==> src/hdl/hbsf_pkg.sv <==
// Package with the shared types, codes and widths of the bond stretching force block.
package hbsf_pkg;

	// Product width of the digit-serial multiplier.
	localparam int PW = 88;

	// Saturation value of the 48-bit energy sum.
	localparam logic [47:0] E_MAX = 48'hFFFF_FFFF_FFFF;

	// Result status codes.
	localparam logic [1:0] ST_OK   = 2'd0;
	localparam logic [1:0] ST_ZERO = 2'd1;
	localparam logic [1:0] ST_CAP  = 2'd2;
	localparam logic [1:0] ST_SAT  = 2'd3;

	// Sequencer states.
	typedef enum logic [3:0] {
		S_IDLE,
		S_SQ,
		S_SQRT,
		S_DLT,
		S_DSQ,
		S_EN,
		S_GK,
		S_DIV,
		S_GU,
		S_EMIT0,
		S_EMIT1,
		S_EMIT2
	} state_t;

endpackage

==> src/hdl/hbsf_mul.sv <==
// Digit-serial unsigned multiplier, 52 by 48 bits, one 16-bit digit per cycle.
module hbsf_mul (
	input  logic                    clk,
	input  logic                    arst_n,
	input  logic                    start,
	input  logic [51:0]             a,
	input  logic [47:0]             b,
	output logic [hbsf_pkg::PW-1:0] prod,
	output logic                    done
);
	import hbsf_pkg::*;

	logic [51:0]   a_q;
	logic [47:0]   b_q;
	logic [PW-1:0] acc_q;
	logic [1:0]    cnt_q;
	logic          done_q;
	logic [67:0]   part;

	// Partial product of the operand with the top digit.
	assign part = a_q * b_q[47:32];

	// Control: digit counter and finish strobe.
	always_ff @(posedge clk or negedge arst_n) begin
		if (!arst_n) begin
			cnt_q  <= 2'd0;
			done_q <= 1'b0;
		end else if (start) begin
			cnt_q  <= 2'd3;
			done_q <= 1'b0;
		end else if (cnt_q != 2'd0) begin
			cnt_q  <= cnt_q - 2'd1;
			done_q <= (cnt_q == 2'd1);
		end else begin
			done_q <= 1'b0;
		end
	end

	// Datapath: shift the accumulator one digit and add the partial product.
	always_ff @(posedge clk) begin
		if (start) begin
			a_q   <= a;
			b_q   <= b;
			acc_q <= '0;
		end else if (cnt_q != 2'd0) begin
			acc_q <= {acc_q[PW-17:0], 16'b0} + PW'(part);
			b_q   <= {b_q[31:0], 16'b0};
		end
	end

	assign prod = acc_q;
	assign done = done_q;

endmodule

==> config.mk <==
export PLATFORM = sky130hd
export DESIGN_NAME = hbsf_mul
export DESIGN_NICKNAME = d
export VERILOG_FILES = /design/src/hdl/hbsf_pkg.sv /design/src/hdl/hbsf_mul.sv
export SDC_FILE = /design/constraint.sdc
export NUM_CORES = 2
export LEC_CHECK = 0
export ABC_CLOCK_PERIOD_IN_PS = 6200
export BUFFER_PORTS_ARGS = -buffer_cell sky130_fd_sc_hd__buf_2
export CORE_MARGIN = 4
export CORE_UTILIZATION = 40
export DETAILED_ROUTE_END_ITERATION = 7
export SLEW_MARGIN = 40
export SYNTH_ARGS = -nofsm -noshare
export SYNTH_HDL_FRONTEND = slang
export SYNTH_SLANG_ARGS = --single-unit
==> constraint.sdc <==
create_clock -name clk -period 6.2 [get_ports clk]
set_input_delay 0.62 -clock clk [delete_from_list [all_inputs] [get_ports clk]]
set_output_delay 0.62 -clock clk [all_outputs]
set_load 0.02 [all_outputs]
Yosys cells after proc, flatten, opt, wreduce, memory -nomap -nowiden
Cells that the tools add are included.

Multipliers: 1. Mux-type cells: 6. Reductions and logical operators: 2. Add/sub/neg operators: 2. Equality and inequality tests: 1.

Operators by type and width (count): two-way mux 48 bit (2); adder 88 x 68 -> 88 bit (1); multiplier 52 x 16 -> 68 bit (1); two-way mux 2 bit (2); nonzero test 2 bit (2); == test 2 x 1 -> 1 bit, second input constant (1); two-way mux 1 bit (2); subtractor 2 x 1 -> 2 bit, second input constant (1).

Word-level logic and storage cells: 17. Output and inout bits: 89. Register bits: 191. Bits of input ports: 103.

Logic depth before layout (Yosys ltp)
Depth after elaboration: 3. Depth in mapped cells: 26. Mapped depth without buffers: 23.

Least setup slack after synthesis
OpenSTA, ideal clock, no wires.

Path type: register to register. From: register b_q[33]. To: register acc_q[79] (netlist: prod[79]). Arrival: 6.544 ns. Setup time: 0.127 ns. Path slack: -0.471 ns. Buffers on the path: 3. Period minus slack after synthesis: 6.671 ns. Cell stages (with the launch flop): 26. Path through: edfxtp_1 clkbuf_1 clkbuf_1 nand2_1 fa_1 inv_1 fa_1 inv_1 fa_1 inv_1 fa_1 fa_1 inv_1 fa_1 inv_1 ha_1 buf_6 and3_4 and3_4 and3_1 o31a_1 a211oi_1 o31ai_2 a221oi_4 nor4_1 or3_1.

Word-level cells in the longest chain between the ends: 2.

RTL lines: start: declaration (RTL line hbsf_mul.sv:14) `logic [47:0] b_q;`; start signal: assignment (RTL line hbsf_mul.sv:47) `b_q <= {b_q[31:0], 16'b0};`; multiplier 52 x 16 -> 68 bit (RTL line hbsf_mul.sv:21) `assign part = a_q * b_q[47:32];`; adder 88 x 68 -> 88 bit (RTL line hbsf_mul.sv:46) `acc_q <= {acc_q[PW-17:0], 16'b0} + PW'(part);`; end signal: assignment (RTL line hbsf_mul.sv:46); end: declaration (RTL line hbsf_mul.sv:15) `logic [PW-1:0] acc_q;`.

No other way between the ends. A chain may end at the register's enable or synchronous reset.

Final worst setup path
From: register b_q[46]. To: register acc_q[87] (netlist: prod[87]).

Same word-level chain as after synthesis.

==> impl_metrics.json <==
{
  "drt_iter0_markers": 1930,
  "synth_area_leaders": "fa_1 (42%), inv_1 (10%), edfxtp_1 (8.5%), nand2_1 (7.7%), ha_1 (5.6%)",
  "dr.pass1.iters": 5,
  "hold_viol": 0,
  "clkSlewWorstSetupHoldPaths_ns": 0.12,
  "core_area_um2": 87300,
  "startpoint_type": "register",
  "hpwl_um": 94400,
  "synth_simple_gate_area_share_pct": 16.2,
  "r2r_slack_ns": -0.65,
  "hold_path.class": "in -> reg",
  "ys_types": 81,
  "die_y_um": 305,
  "fin_nets": 5652,
  "netlist.top_cell.by_area": "fa_1",
  "h-tree-depth": 4,
  "max_freq_mhz": 146,
  "maxCapViolCount": 0,
  "drv_slew": 0,
  "cts_buffers": 17,
  "clock_latency_ns": 0.54,
  "synth_xor_area_share_pct": 1.56,
  "drive_gt1_share_pct": 28.3,
  "post_synth.cell_area_avg_um2": 8.91,
  "timing.rr.start": "b_q[46]",
  "synth_top_area_share_pct": 42.4,
  "worstSetupStartpoint": "b_q[46]",
  "skew_ns": 0.0490,
  "layout_commonest_cell": "inv_1",
  "tns_ns": -22.22,
  "most-common-layout-cells": "inv_1 (908), fa_1 (721), nand2_1 (680), buf_4 (498), and2_1 (257)",
  "ys_seq_area_share_pct": 13.7,
  "track_usage_pct": 25.8,
  "area_growth_pct": 30.9,
  "timing.rr.end": "prod[87]",
  "dieArea_um2": 93300,
  "wl_per_cell_um": 20.4,
  "ios": 192,
  "std_cell_rows": 108,
  "first_global_vias": 32100,
  "drtAntennaViolNets": 0,
  "synth-main-ff-cell": "edfxtp_1",
  "final_util_pct": 53.1,
  "synthArstFlopShare_pct": 1.57,
  "seqCellArea_um2": 4840,
  "worst_slack_ns": -0.646,
  "clock-sinks": 191,
  "wl_um": 119000,
  "crit_type": "reg -> reg",
  "synth_seq_cells": 191,
  "port-buffer-count": 191,
  "violations": "negative setup slack",
  "grt_overflow": 0,
  "cp-end-kind": "register",
  "rr_worst_depth": 24,
  "fin_cells": 5813,
  "setup_violations": 63,
  "grt_pass1_wl_um": 185000,
  "die_w_um": 305,
  "rsz0062_at_grt": "true",
  "start_util_pct": 40.5,
  "whs_endpoint": "a_q[17]",
  "multi_input_area_um2": 28300,
  "syn_area_um2": 35400,
  "cts_root_buf": "clkbuf_16",
  "fillers": 7964,
  "drcViolationCount": 0,
  "grt_max_degree": 65,
  "fin_crit_sh_pct": 110,
  "cp.arrival_ns": 7.24,
  "synth_nets": 4983,
  "netlist_instances": 3972,
  "relSlewSlack_pct": 41.1,
  "outcome": "complete, but fails checks",
  "place_congestion": 0.936,
  "cp_max_fo": 9,
  "period_minus_slack_ns": 6.85,
  "cts_tree": "done",
  "synth-edff-count": 100,
  "synth_top_family_by_area": "adder cells",
  "synth_fa_ha_area_share_pct": 48.0,
  "detail_route.vias_per_cell": 5.11,
  "yosysWarnings": 0,
  "min_from": "a[17]",
  "min_delay_path_depth": 1,
  "antenna_found_initial": 3,
  "muxShareOfSynthArea_pct": 1.30,
  "tightestPinTransition_ns": 0.884,
  "clock_path_buffers": 2,
  "synth_compound_area_share_pct": 6.81,
  "vias": 29700,
  "required_ns": 6.60,
  "dp.cells": 5637
}
-- flip-flops by register name (all words and copies together) (netlist names) --
| signal | count |
|---|---|
| cnt_q | 2 |
| a_q | 52 |
| done | 1 |
| prod | 88 |
| b_q | 48 |
-- final cells by class --
type                       instances  area share, %
inverter                         955           7.74
sequential                       191           10.5
clock inverter                    15          0.438
clock buffer                      17          0.919
antenna                            4         0.0216
tap                             1155           3.12
multi-input combinational       2615           61.2
timing repair buffer             861           16.1
-- worst max-delay path: stages (launching register included) --
cell and delay [ns]:
edfxtp_1 0.39, buf_4 0.15, buf_12 0.14, buf_12 0.14, buf_12 0.14, and2_1 0.15, fa_1 0.57, fa_1 0.43
fa_1 0.52, fa_1 0.46, fa_1 0.50, inv_1 0.05, fa_1 0.48, inv_1 0.06, ha_4 0.23, buf_4 0.13
and2_4 0.14, and3_4 0.18, nor2b_2 0.14, o31a_1 0.37, a211oi_4 0.26, o31ai_4 0.14, a221oi_4 0.44, nor4_2 0.08
or3_1 0.38
-- metrics by stage --
stage               hold slack [ns]  setup WS [ns]  instance area, µm²
global route                  0.225         -0.884               46300
finish                        0.245         -0.646               46300
global placement              0.419         -0.738               41900
CTS                           0.215         -0.607               45000
floorplan                     0.324        -0.0997               35800
detailed placement            0.419         -0.821               41900
-- layer usage --
layer	vias to the layer above	share of wire (%)	GRT usage (%)
met5	-	0	0
met2	1110	49	43.9
met1	15200	39	32.6
met4	0	5.0	11.5
met3	279	6.4	3.80
li1	13200	-	-
-- synth_stat cells (14+ instances only) --
master    number
xnor2_1       25
o21ai_0       65
a21oi_1      118
a211oi_1      16
inv_1        954
clkbuf_1     188
nand4_1       32
edfxtp_1     100
a21o_1        58
xor2_1        38
and3_1        16
o21bai_1      14
fa_1         750
nor2_1        78
nand3_1       27
nand2_1      722
nor3_1        17
mux2_2        32
and2_1       279
dfxtp_1       88
ha_1         158
-- worst max path at each step --
stage / to / slack (ns) / cells past startpoint
finish: prod[87] / -0.65 / 24
global route: prod[87] / -0.88 / 24
CTS: prod[87] / -0.61 / 24
detailed placement: prod[60] / -0.82 / 25
global placement: prod[58] / -0.74 / 27
floorplan: prod[87] / -0.1 / 24
-- kinds of logic after synthesis --
group | count (synthesis)
xor+xnor | 63
mux | 42
flops | 191
simple gates | 1234
fa+ha+maj | 908
buf+inv | 1166
compound gates | 368
-- timing repair --
| item | 4_1_cts | 5_1_grt |
|---|---|---|
| setup endpoints to repair | 67 | 71 |
| hold buffers | 1 | 0 |
| gates resized for setup | 356 | 213 |
| hold endpoints to repair | 3 | 0 |
| buffers inserted | 96 | 53 |
| gates cloned | 8 | 3 |
| pin swaps | 197 | 126 |
Power is left out: the tool's default activity adds up to more than one toggle a clock period on the data nets, which glitch-free logic cannot reach.
