$ cat config.mk
export PLATFORM = sky130hd
export DESIGN_NAME = hbsf_divsqrt
export DESIGN_NICKNAME = d
export VERILOG_FILES = /design/src/hdl/hbsf_pkg.sv /design/src/hdl/hbsf_divsqrt.sv
export SDC_FILE = /design/constraint.sdc
export NUM_CORES = 1
export LEC_CHECK = 0
export BUFFER_PORTS_ARGS = -buffer_cell sky130_fd_sc_hd__buf_4
export CORE_MARGIN = 1.5
export CORE_UTILIZATION = 53
export CTS_CLUSTER_SIZE = 28
export DETAILED_ROUTE_END_ITERATION = 16
export HOLD_SLACK_MARGIN = 0.05
export PLACE_DENSITY = 0.72
export SYNTH_ARGS = -nofsm -noshare
export SYNTH_HDL_FRONTEND = slang
export SYNTH_SLANG_ARGS = --single-unit
$ cat constraint.sdc
create_clock -name clk -period 9.2 [get_ports clk]
set_clock_uncertainty 0.15 [all_clocks]
set_input_delay 0.92 -clock clk [delete_from_list [all_inputs] [get_ports clk]]
set_output_delay 0.92 -clock clk [all_outputs]
set_load 0.02 [all_outputs]
$ cat src/hdl/hbsf_pkg.sv
// Package with the shared types, codes and widths of the bond stretching force block.
package hbsf_pkg;

	// Product width of the digit-serial multiplier.
	localparam int PW = 88;

	// Saturation value of the 48-bit energy sum.
	localparam logic [47:0] E_MAX = 48'hFFFF_FFFF_FFFF;

	// Result status codes.
	localparam logic [1:0] ST_OK   = 2'd0;
	localparam logic [1:0] ST_ZERO = 2'd1;
	localparam logic [1:0] ST_CAP  = 2'd2;
	localparam logic [1:0] ST_SAT  = 2'd3;

	// Sequencer states.
	typedef enum logic [3:0] {
		S_IDLE,
		S_SQ,
		S_SQRT,
		S_DLT,
		S_DSQ,
		S_EN,
		S_GK,
		S_DIV,
		S_GU,
		S_EMIT0,
		S_EMIT1,
		S_EMIT2
	} state_t;

endpackage

$ cat src/hdl/hbsf_divsqrt.sv
// Shared restoring unit: integer square root of a 68-bit word or the quotient |a| * 2^30 / d.
module hbsf_divsqrt (
	input  logic        clk,
	input  logic        arst_n,
	input  logic        start,
	input  logic        is_sqrt,
	input  logic [67:0] op_a,
	input  logic [33:0] divisor,
	output logic [33:0] result,
	output logic        done
);
	import hbsf_pkg::*;

	logic [67:0] n_q;
	logic [37:0] rem_q;
	logic [33:0] root_q;
	logic [5:0]  cnt_q;
	logic        sqrt_q;
	logic        done_q;
	logic [37:0] rem_sh;
	logic [37:0] trial;
	logic        ge;

	// One step: bring in the next bits, compare with the trial value and subtract.
	always_comb begin
		if (sqrt_q) begin
			rem_sh = {rem_q[35:0], n_q[67:66]};
			trial  = {2'b00, root_q, 2'b01};
		end else begin
			rem_sh = {rem_q[36:0], n_q[67]};
			trial  = {4'b0000, divisor};
		end
		ge = (rem_sh >= trial);
	end

	// Control: step counter and finish strobe.
	always_ff @(posedge clk or negedge arst_n) begin
		if (!arst_n) begin
			cnt_q  <= 6'd0;
			done_q <= 1'b0;
		end else if (start) begin
			cnt_q  <= is_sqrt ? 6'd34 : 6'd31;
			done_q <= 1'b0;
		end else if (cnt_q != 6'd0) begin
			cnt_q  <= cnt_q - 6'd1;
			done_q <= (cnt_q == 6'd1);
		end else begin
			done_q <= 1'b0;
		end
	end

	// Datapath. The quotient is below 2^31, so division starts with the top bits preloaded.
	always_ff @(posedge clk) begin
		if (start) begin
			sqrt_q <= is_sqrt;
			root_q <= '0;
			if (is_sqrt) begin
				n_q   <= op_a;
				rem_q <= '0;
			end else begin
				n_q   <= {op_a[0], 67'b0};
				rem_q <= 38'(op_a[32:1]);
			end
		end else if (cnt_q != 6'd0) begin
			n_q    <= sqrt_q ? {n_q[65:0], 2'b00} : {n_q[66:0], 1'b0};
			rem_q  <= ge ? (rem_sh - trial) : rem_sh;
			root_q <= {root_q[32:0], ge};
		end
	end

	assign result = root_q;
	assign done   = done_q;

endmodule

Word-level counts from Yosys, hierarchy flattened
Cells that the tools add are included.

storage, ports and cells
  bits of input ports = 106
  word-level logic and storage cells = 27
  bits in registers = 147

cells by class
  mux-type cells = 15
  $lt $le $gt $ge = 1
  eq/ne operators = 1
  $add $sub $neg = 2
  reduce and logical (&&, ||, !) cells = 2

operators by type and width
  cell                                                                 count
  68-bit two-way mux                                                   4
  37-bit two-way mux                                                   3
  38-bit by 36-bit >= comparator with 1-bit output                     1
  38-bit two-way mux                                                   1
  37-bit by 36-bit subtractor with 37-bit output                       1
  36-bit two-way mux                                                   1
  32-bit two-way mux                                                   1
  6-bit two-way mux                                                    3
  6-bit by 1-bit == test with 1-bit output (second input constant)     1
  6-bit nonzero test                                                   1
  6-bit by 1-bit subtractor with 6-bit output (second input constant)  1
  1-bit two-way mux                                                    2
  2-bit nonzero test                                                   1

Longest topological paths before layout
  word-level depth = 5
  mapped depth = 18
  gate-level depth less buffers = 12

Worst setup path before layout
No wires, ideal clock.

  path kind = input to register
  start point = in start
  end point = reg n_q[0] (enable)
  required time = 8592 ps
  stages on the path = 6
  setup time = 458 ps
  arrival time = 4010 ps
  slack = 4582 ps
  cell sequence = clkbuf_1 > clkinv_1 > and3_1 > clkbuf_1 > clkbuf_1 > inv_1

on the way
  longest elaborated chain between the ends = 1

RTL lines
  item                          RTL line            source
  start: declaration            hbsf_divsqrt.sv:5   input logic start,
  2-bit nonzero test (no line)  n/a
  end signal: assignment        hbsf_divsqrt.sv:58  n_q <= op_a;
  end signal: assignment        hbsf_divsqrt.sv:61  n_q <= {op_a[0], 67'b0};
  end signal: assignment        hbsf_divsqrt.sv:65  n_q <= sqrt_q ? {n_q[65:0], 2'b00} : {n_q[66:0], 1'b0};
  end: declaration              hbsf_divsqrt.sv:14  logic [67:0] n_q;

Every way passes these cells.
A chain may end at the register's enable or synchronous reset.

Worst setup path in the final report
  start point = reg sqrt_q
  end point = reg rem_q[15] (data pin)

on the way
  longest elaborated chain between the ends = 5

RTL lines
  item                                                                                                                RTL line                                source
  start: declaration                                                                                                  hbsf_divsqrt.sv:18                      logic sqrt_q;
  start signal: assignment                                                                                            hbsf_divsqrt.sv:55                      sqrt_q <= is_sqrt;
  38-bit two-way mux or 36-bit two-way mux (tied branches)                                                            hbsf_divsqrt.sv:26                      if (sqrt_q) begin
  37-bit by 36-bit subtractor with 37-bit output or 38-bit by 36-bit >= comparator with 1-bit output (tied branches)  hbsf_divsqrt.sv:66, hbsf_divsqrt.sv:33
  37-bit two-way mux (*)                                                                                              hbsf_divsqrt.sv:66                      rem_q <= ge ? (rem_sh - trial) : rem_sh;
  37-bit two-way mux (*)                                                                                              hbsf_divsqrt.sv:64                      end else if (cnt_q != 6'd0) begin
  37-bit two-way mux (*)                                                                                              hbsf_divsqrt.sv:54                      if (start) begin
  end signal: assignment                                                                                              hbsf_divsqrt.sv:62                      rem_q <= 38'(op_a[32:1]);
  end signal: assignment                                                                                              hbsf_divsqrt.sv:66
  end: declaration                                                                                                    hbsf_divsqrt.sv:15                      logic [37:0] rem_q;

Every way passes the cells marked *; elsewhere a longest branch is shown, timed or not. The select of a mux whose other input is x is not followed.

==> results by group <==
Worst setup path
  • Worst Setup End Kind: register
  • Slowest library cell on the worst path: buf_4
  • CP Cell Sequence: buf_4, buf_4, mux2_2, ha_1, and3_1, and4_4, and3_1, nand4_1, o211ai_2, a21o_1, buf_4, mux2i_1, o21ai_0
  • CP peak stage delay: 820 ps
  • FF-to-FF Start: sqrt_q
  • Critical path capture point: rem_q[15]
  • WP data arrival: 5480 ps
  • CP max FO: 74
  • Reg2Reg Setup Slack: 3710 ps
  • Reg2Reg Depth: 13
  • WP data required: 9190 ps
  • Terminus of the critical flop-to-flop path: rem_q[15]
  • Top cell by count, worst path: buf_4
  • Critical Path Source: sqrt_q
  • Critical path type: reg -> reg
  • CP Launch Type: register

Floorplan
  • Core area: 0.01796 mm2
  • Initial Utilization: 54.13%
  • Total die area: 0.01917 mm2
  • Die height: 138.5 um
  • Die Width: 138.5 um
  • Cell row count: 49
  • Io pins: 141

Synth
  • Post-synth cell types: 73
  • Number of synthesized flops with an enable pin: 106
  • Post-synthesis instance total: 957
  • Dominant synthesized flop cell: edfxtp_1
  • Yosys warns: 0
  • Syn avg cell area: 10.16 um2
  • Net count after synthesis: 1102
  • Synth Cell Area: 0.009724 mm2
  • #FFs+latches synth: 147
  • FFs w/ async S/R, synth: 4.762%
  • Seq/Total Area, Yosys: 41.53%

Pwr
  • P_leak: 5.043 nW
  • Pwr/cell area: 292.8 mW/mm2
  • Peak supply drop: 166.0 uV

Clocking
  • CTS tree: built
  • Root buf cell: clkbuf_16
  • Clock Path Buffers: 2
  • Clk Latency, worst-skew pair: 420 ps
  • Clk sinks: 147
  • Cts bufs inserted: 17
  • # H-tree levels: 4
  • Cts hold-fix bufs: 0
  • Worst-path clk slew: 60 ps
  • Post-cts resize count: 0
  • Setup Buffers After CTS: 0

Global routing
  • Initial antenna violation count: 0
  • Vias in the first global route: 7673
  • Overflow after GRT: 0
  • First-pass GRT wire length: 38720 um
  • Total GRT Usage: 25.10%
  • Largest net degree at the start of global routing: 75

Timing
  • Final setup viols: 0
  • Slew HR: 28.37%
  • Fin. Hold Viols: 0
  • Least-Margin Pin Slew: 1074 ps
  • Period minus WS final: 5489 ps
  • Max frequency: 182.2 MHz
  • RSZ-0062 raised after global routing: no
  • Period utilisation layout: 59.66%
  • Total Neg Setup Slack: 0 ps
  • Max Slew Vio Count: 0

Flow run
  • Max-cap viol count: 0

Placed design
  • Area post-placement: 0.01085 mm2
  • IO buf count: 140
  • Gpl congestion: 0.9609
  • HPWL Detailed: 17000 um

Layout
  • Number of nets in the layout: 1205
  • Antenna fix cells: 0
  • Area Growth Syn to Fin: 18.12%
  • Fillers: 1518
  • Layout cells sized above 1: 23.02%
  • Multi-input logic area: 0.005341 mm2
  • Fin area: 0.01149 mm2
  • Sequential cell area: 0.004039 mm2

Detailed routing
  • Uppermost layer routed: met4
  • Antenna-violating nets left: 0
  • Iteration-0 DRC Markers: 608
  • Post-route DRC: 0
  • DR WL/cell: 18.47 um
  • Via count: 7840
  • DR WL met2: 10920 um
  • Initial DRT Pass Iterations: 7
  • Post-DR vias/cell: 6.022
  • Met3 wire len: 1326 um
  • Met1 WL: 11360 um
  • WL final: 24050 um

Hold path
  • HP Class: in -> async

Outcome
  • Status: finished clean
## report_power, final
part	internal, mW	total, mW	switching, mW
logic	0.731	1.68	0.949
clock network	0.471	0.747	0.277
registers	0.871	0.936	0.0652
## per-stage QoR
stage          worst slack, ps  util [%]  instances  hold WS, ps  power, mW
2_1_floorplan             4582         -        957        387.1      2.274
3_3_place_gp              3864     60.39       1270        354.9      2.574
5_1_grt                   3346     63.94       1302        140.0      3.581
3_5_place_dp              3764     60.39       1270        368.4      2.592
4_1_cts                   3742     63.94       1302        134.8      3.356
6_report                  3711     63.94       1302        147.2      3.363
## synthesized netlist by cell type (all sizes together) (22+ instances only)
cell type / count / area (um2)
ha: 38 / 475.5
buf: 31 / 175.2
nor2: 22 / 82.58
edfxtp: 106 / 3183
mux2: 36 / 405.4
clkbuf: 34 / 130.1
a21o: 27 / 204.0
a22o: 35 / 306.5
o21ai: 106 / 534.3
dfxtp: 34 / 680.7
nand2: 124 / 465.5
mux2i: 124 / 1241
a21oi: 47 / 257.8
## cell type report
cell class / instances / area share (%)
Tap cell: 229 / 2.495
Multi-Input combinational cell: 729 / 46.50
Clock inverter: 11 / 1.547
Sequential cell: 147 / 35.16
Timing Repair Buffer: 149 / 9.739
Inverter: 16 / 0.5447
Clock buffer: 21 / 4.009
## registers in the layout, summed over array words and instances (netlist names)
name / count
sqrt_q: 1
result: 34
n_q: 68
cnt_q: 6
done: 1
rem_q: 37
## critical path: cells and delay by family, from the launching register on
family	cells	cell delay [ps]
DFF	1	340
buffers and inverters	3	1930
adders and majority gates	1	430
AOI/OAI and AO/OA	3	840
and+or+nand+nor	4	810
muxes	2	650
## placed cells by master (no fill, tap or decap), types with 3 or more instances in the layout
| cell type | instances |
|---|---|
| mux2_2 | 36 |
| nand2_1 | 124 |
| nand3_1 | 12 |
| o2111ai_1 | 4 |
| o211ai_1 | 5 |
| and3_1 | 6 |
| mux2i_1 | 124 |
| a31oi_1 | 5 |
| buf_4 | 149 |
| or3b_1 | 3 |
| o21a_1 | 8 |
| nor2b_1 | 7 |
| a21o_1 | 26 |
| dfrtp_1 | 7 |
| nand4_1 | 14 |
| xnor2_1 | 16 |
| a211oi_1 | 3 |
| bufinv_16 | 4 |
| a21oi_1 | 42 |
| a21oi_2 | 3 |
| and2_1 | 5 |
| ha_1 | 38 |
| o21ai_1 | 16 |
| a22o_1 | 35 |
| edfxtp_1 | 106 |
| inv_1 | 14 |
| nor2_1 | 20 |
| o211ai_2 | 4 |
| clkbuf_16 | 17 |
| nor3_1 | 14 |
| clkinv_4 | 3 |
| a32o_1 | 6 |
| a211oi_2 | 5 |
| dfxtp_1 | 34 |
| a2111o_1 | 3 |
| o21ai_0 | 89 |
| xor2_1 | 12 |
## how the worst min path moves through the flow
stage	startpoint	endpoint	depth (start not counted)
6_report	arst_n	cnt_q[0]	1
5_1_grt	arst_n	done	1
2_1_floorplan	n_q[0]	n_q[1]	1
3_5_place_dp	result[28]	result[29]	1
3_3_place_gp	result[33]	result[33]	1
4_1_cts	arst_n	cnt_q[0]	1
## layer usage
metal  vias to the layer above  track usage (%)
met5                         -                0
met1                      3734            36.15
met3                        33            3.568
met2                       251            39.20
met4                         0            8.089
li1                       3822                -
## logic make-up (layout without fill, tap and decap cells)
logic type      count (synthesis)  after routing  share of synthesized area [%]
fa+ha+maj                      39             39                          5.095
simple gates                  225            225                          10.82
compound gates                277            277                          19.34
xor+xnor                       28             28                          2.522
flops                         147            147                          41.53
buf+inv                        81            197                          3.757
mux                           160            160                          16.93
(Power assumes the default switching activity.)
